**src/sss_pkg.sv**
```systemverilog
// Package with widths, payload types and controller types of the statistics core.
`timescale 1ns / 1ps
`default_nettype none
package sss_pkg;
	localparam int SAMPLE_W  = 16;
	localparam int COUNT_W   = 17;
	localparam int FRAC_W    = 8;
	localparam int SUM_W     = SAMPLE_W + COUNT_W;
	localparam int SQ_W      = 2 * SAMPLE_W + COUNT_W - 2;
	localparam int MEAN_W    = SAMPLE_W + FRAC_W;
	localparam int STD_W     = 24;
	localparam int MAG_W     = SUM_W - 1;
	localparam int PROD_W    = 64;
	localparam int SPLIT_W   = 24;
	localparam int DEN_W     = 32;
	localparam int D_W       = 63;
	localparam int DIV_NUM_W = D_W + 2 * FRAC_W;
	localparam int DIV_CNT_W = $clog2(DIV_NUM_W);
	localparam int ROOT_IN_W = 48;
	localparam int ROOT_W    = ROOT_IN_W / 2;
	localparam int ROOT_CNT_W = $clog2(ROOT_W);
	localparam int REM_W     = ROOT_W + 2;

	localparam logic [COUNT_W-1:0] MAX_COUNT = COUNT_W'(65536);

	typedef struct packed {
		logic signed [SAMPLE_W-1:0] sample;
		logic                       is_last;
	} in_t;

	typedef struct packed {
		logic signed [SAMPLE_W-1:0] max_value;
		logic signed [SAMPLE_W-1:0] min_value;
		logic signed [MEAN_W-1:0]   mean_q8;
		logic [STD_W-1:0]           std_dev_q8;
		logic [COUNT_W-1:0]         sample_count;
		logic                       single_sample;
		logic                       count_overflow;
	} out_t;

	typedef enum logic [3:0] {
		ST_ACCUM,
		ST_MUL_LO,
		ST_MUL_HI,
		ST_DIFF,
		ST_MEAN_GO,
		ST_MEAN_WAIT,
		ST_VAR_GO,
		ST_VAR_WAIT,
		ST_ROOT_GO,
		ST_ROOT_WAIT,
		ST_FINISH
	} state_t;

	typedef struct packed {
		logic accum;
		logic mul_lo;
		logic mul_hi;
		logic diff;
		logic mean_start;
		logic mean_capture;
		logic var_start;
		logic root_start;
		logic load_out;
	} cmd_t;

	typedef struct packed {
		logic div_busy;
		logic root_busy;
	} status_t;
endpackage
`default_nettype wire

```
**src/sss_controller.sv**
```systemverilog
// Sequencer that steps the datapath through accumulation and the final arithmetic.
`timescale 1ns / 1ps
`default_nettype none
module sss_controller (
	input  wire logic             clk,
	input  wire logic             arst_n,
	input  wire logic             in_valid,
	input  wire logic             in_last,
	input  wire logic             out_ready,
	input  wire sss_pkg::status_t status,
	output logic                  in_ready,
	output logic                  out_valid,
	output sss_pkg::cmd_t         cmd
);
	import sss_pkg::*;

	state_t state_q;
	state_t state_d;
	logic   out_valid_q;
	logic   out_free;

	assign out_free = !out_valid_q || out_ready;

	// State register.
	always_ff @(posedge clk or negedge arst_n) begin
		if (!arst_n) begin
			state_q <= ST_ACCUM;
		end else begin
			state_q <= state_d;
		end
	end

	// Next state.
	always_comb begin
		state_d = state_q;
		unique case (state_q)
			ST_ACCUM: begin
				if (in_valid && in_last) state_d = ST_MUL_LO;
			end
			ST_MUL_LO:    state_d = ST_MUL_HI;
			ST_MUL_HI:    state_d = ST_DIFF;
			ST_DIFF:      state_d = ST_MEAN_GO;
			ST_MEAN_GO:   state_d = ST_MEAN_WAIT;
			ST_MEAN_WAIT: begin
				if (!status.div_busy) state_d = ST_VAR_GO;
			end
			ST_VAR_GO:    state_d = ST_VAR_WAIT;
			ST_VAR_WAIT: begin
				if (!status.div_busy) state_d = ST_ROOT_GO;
			end
			ST_ROOT_GO:   state_d = ST_ROOT_WAIT;
			ST_ROOT_WAIT: begin
				if (!status.root_busy) state_d = ST_FINISH;
			end
			ST_FINISH: begin
				if (out_free) state_d = ST_ACCUM;
			end
			default:      state_d = ST_ACCUM;
		endcase
	end

	// Outputs: handshake and datapath commands.
	always_comb begin
		cmd      = '0;
		in_ready = 1'b0;
		unique case (state_q)
			ST_ACCUM: begin
				in_ready  = 1'b1;
				cmd.accum = in_valid;
			end
			ST_MUL_LO:    cmd.mul_lo = 1'b1;
			ST_MUL_HI:    cmd.mul_hi = 1'b1;
			ST_DIFF:      cmd.diff = 1'b1;
			ST_MEAN_GO:   cmd.mean_start = 1'b1;
			ST_MEAN_WAIT: cmd.mean_capture = !status.div_busy;
			ST_VAR_GO:    cmd.var_start = 1'b1;
			ST_VAR_WAIT:  cmd = '0;
			ST_ROOT_GO:   cmd.root_start = 1'b1;
			ST_ROOT_WAIT: cmd = '0;
			ST_FINISH:    cmd.load_out = out_free;
			default:      cmd = '0;
		endcase
	end

	// Result valid flag: set on load, cleared when the transfer completes.
	always_ff @(posedge clk or negedge arst_n) begin
		if (!arst_n) begin
			out_valid_q <= 1'b0;
		end else if (cmd.load_out) begin
			out_valid_q <= 1'b1;
		end else if (out_ready) begin
			out_valid_q <= 1'b0;
		end
	end

	assign out_valid = out_valid_q;
endmodule
`default_nettype wire

```
**config.mk**
```make
export PLATFORM = sky130hd
export DESIGN_NAME = sss_controller
export DESIGN_NICKNAME = d
export VERILOG_FILES = /design/src/sss_pkg.sv /design/src/sss_controller.sv
export SDC_FILE = /design/constraint.sdc
export NUM_CORES = 1
export LEC_CHECK = 0
export ABC_AREA = 1
export BUFFER_PORTS_ARGS = -buffer_cell sky130_fd_sc_hd__buf_2
export CAP_MARGIN = 20
export CORE_AREA = 5 5 42 44
export CTS_CLUSTER_DIAMETER = 100
export CTS_CLUSTER_SIZE = 8
export DETAILED_ROUTE_END_ITERATION = 10
export DIE_AREA = 0 0 47 49
export GPL_TIMING_DRIVEN = 0
export RECOVER_POWER = 100
export SLEW_MARGIN = 10
export SYNTH_ARGS = -nofsm -noshare
export SYNTH_HDL_FRONTEND = slang
export SYNTH_SLANG_ARGS = --single-unit
```
**constraint.sdc**
```tcl
create_clock -name clk -period 1.52 [get_ports clk]
set_input_delay 0.228 -clock clk [delete_from_list [all_inputs] [get_ports clk]]
set_output_delay 0.228 -clock clk [all_outputs]
set_load 0.05 [all_outputs]
```
==> impl_metrics.toml <==
[outcome]
run_status = "complete, no violations"

[finish]
area_growth_pct = 51.35
drive_above_1_share_pct = 40.43
nets = 102
diodes = 0

[synthesis]
synthCells = 72
synthFlopType = "dfrtp_1"
syn-num-nets = 79
synth.most_common_cell = "nand2_1"
synth_top_area_share_pct = 30.03
synth_edf_count = 0
netlist_area_um2 = 416.7
synthTopCellsByCount = "nand2_1 (19), nor2_1 (12), inv_1 (10)"
syn_area_per_cell_um2 = 5.787
ys_ff_latch = 5
yosysSeqAreaShare_pct = 30.03
synthTopCellsByArea = "dfrtp_1 (30%), nand2_1 (17%), nor2_1 (11%), inv_1 (9.0%), nand3_1 (8.4%)"
synth_async_sr_flop_share_pct = 100.0
synth_cell_types = 15
synth_warnings = 0
yosysTopAreaCell = "dfrtp_1"

[die]
die_area_um2 = 2303
die_h_um = 49
io-pin-count = 18
rows = 14
coreArea_um2 = 1401
start_util_pct = 29.73
die_x_um = 47

[clocking]
cts_made_buffers = 3
cts.htree.levels = 1
cts_setup_buffers = 0
path_clk_slew_ns = 0.04
clock_path_buffers = 2
clk_latency_ns = 0.23
cts_root_buf = "clkbuf_4"
cts_tree = "built"
cts.sinks = 5

[sta]
timing.final.crit_share_pct = 97.81
slew_violations = 0
hold_violations = 0
setup_violations = 0
whs_ns = 0.2933
timing.final.ws_setup_ns = 0.03334
max_freq_mhz = 672.6
worstMarginPinSlew_ns = 0.5893
min_period_ns = 1.487
rsz0062_at_grt = "yes"
tns_ns = 0
slew_headroom_pct = 60.88
fin_worst_skew_ns = 0.0003478

[grt]
grt_pass1_vias = 441
grt_antenna_before_repair = 0
grt_usage_pct = 10.11
grt_pass1_wl_um = 1731
overflow = 0
grt_max_degree = 9

[detailed_routing]
ant_nets = 0
via_per_inst = 4.409
post_drt_wl_per_cell_um = 9.600
drtIter0Drc = 2
vias = 485
drt_wl_total_um = 1056
drc = 0
dr.pass1.iters = 4

[place]
hpwl_um = 849.9
gp_congestion = 0.7996
dpl_worst_slack_ns = 0.2203
io_buffers = 17

[setup_path]
rr_worst_depth = 7
worstReg2RegEnd = "state_q[1]$_DFFE_PN0P_"
r2r_setup_slack_ns = 0.30
reg2reg_from = "state_q[1]$_DFFE_PN0P_"
worstPathArrival_ns = 1.26
crit_type = "flip-flop to output port"
worst-path-max-fanout = 5
required_ns = 1.29
slowest_delay_ns = 0.43
endpoint_kind = "output port"
critPathSlowestCell = "dfrtp_1"
start_kind = "flip-flop"
crit_chain = "inv_2 -> nand2_2 -> nor3_2 -> buf_6"

[hold_path]
hold_path_depth = 4
hp-start = "out_ready"
whs_endpoint = "out_valid$_DFFE_PN0P_"
min_path_type = "primary input to flip-flop"

[power]
power_density_nw_per_um2 = 2448
p_leak_nw = 0.3573
ir_drop_v = 0.001149

[job]
max-cap-violations = 0
worst max-delay path by stage:
stage	start	end	slack, ns	cells after the start
6_report	state_q[1]$_DFFE_PN0P_	cmd[3]	0.03	4
5_1_grt	state_q[0]$_DFFE_PN0P_	cmd[0]	-0.04	5
4_1_cts	state_q[1]$_DFFE_PN0P_	cmd[3]	0.02	4
3_5_place_dp	state_q[1]$_DFFE_PN0P_	cmd[3]	0.22	4
3_3_place_gp	state_q[1]$_DFFE_PN0P_	cmd[3]	0.21	4
2_1_floorplan	state_q[0]$_DFFE_PN0P_	cmd[2]	-0.02	4
sequential cells by signal, summed over array words and instances, names as in the netlist:
| signal | count |
|---|---|
| out_valid | 1 |
| state_q | 4 |
placed cells by master, fill, tap and decap left out, types with 4 or more instances in the layout:
cell type,Yosys,final
nand2_1,19,19
inv_1,10,9
inv_2,6,7
nor2_2,3,7
nor2_1,12,7
nand3_1,7,7
buf_6,0,7
buf_2,0,5
buf_4,1,4
dfrtp_1,5,4
final cells by class:
type | instances | area, um^2
clock buffers | 4 | 26.28
plain buffers | 1 | 7.507
repair buffers | 18 | 143.9
multi-input cells | 50 | 246.5
well taps | 16 | 20.02
fillers | 165 | 770.7
flip-flops and latches | 5 | 126.4
inverters | 16 | 60.06
cell families after synthesis:
family | count (synthesis) | share of synthesized area (%)
compound gates | 6 | 7.505
flops | 5 | 30.03
simple gates | 44 | 46.25
buf+inv | 17 | 16.22
routing by layer:
metal	GRT usage (%)	part of all wire, %	wire [um]	vias up
met5	0	0	0	-
met4	5.530	0	0	0
met3	1.107	5.7	60	0
met2	16.06	48	509	13
met1	12.67	46	486	213
li1	-	-	-	259
stage by stage:
| step | area (um^2) | cells | total power [W] | util, % |
|---|---|---|---|---|
| after floorplan | 426.7 | 72 | 0.001056 | - |
| after global placement | 531.8 | 105 | 0.001254 | 37.95 |
| after detailed placement | 531.8 | 105 | 0.001255 | 37.95 |
| after CTS | 585.6 | 110 | 0.001449 | 41.79 |
| after global routing | 630.6 | 110 | 0.001678 | 45.00 |
| final | 630.6 | 110 | 0.001543 | 45.00 |
power by group:
group	internal, W	switching, W	total [W]
clock	0.0000990	0.0000508	0.000150
combinational	0.000354	0.000782	0.00114
sequential	0.000194	0.0000632	0.000257
repair_timing:
action / 4_1_cts / 5_1_grt
hold buffers: 1 / 0
endpoints found under the hold margin: 5 / 0
gates resized for setup: 7 / 21
setup endpoints to repair: 7 / 10
critical path, delay by kind of cell (launching register included):
kind,cells,cell delay [ns]
simple gates,2,0.28
flops,1,0.43
buf+inv,2,0.32
Power figures use the tool's default switching activity.
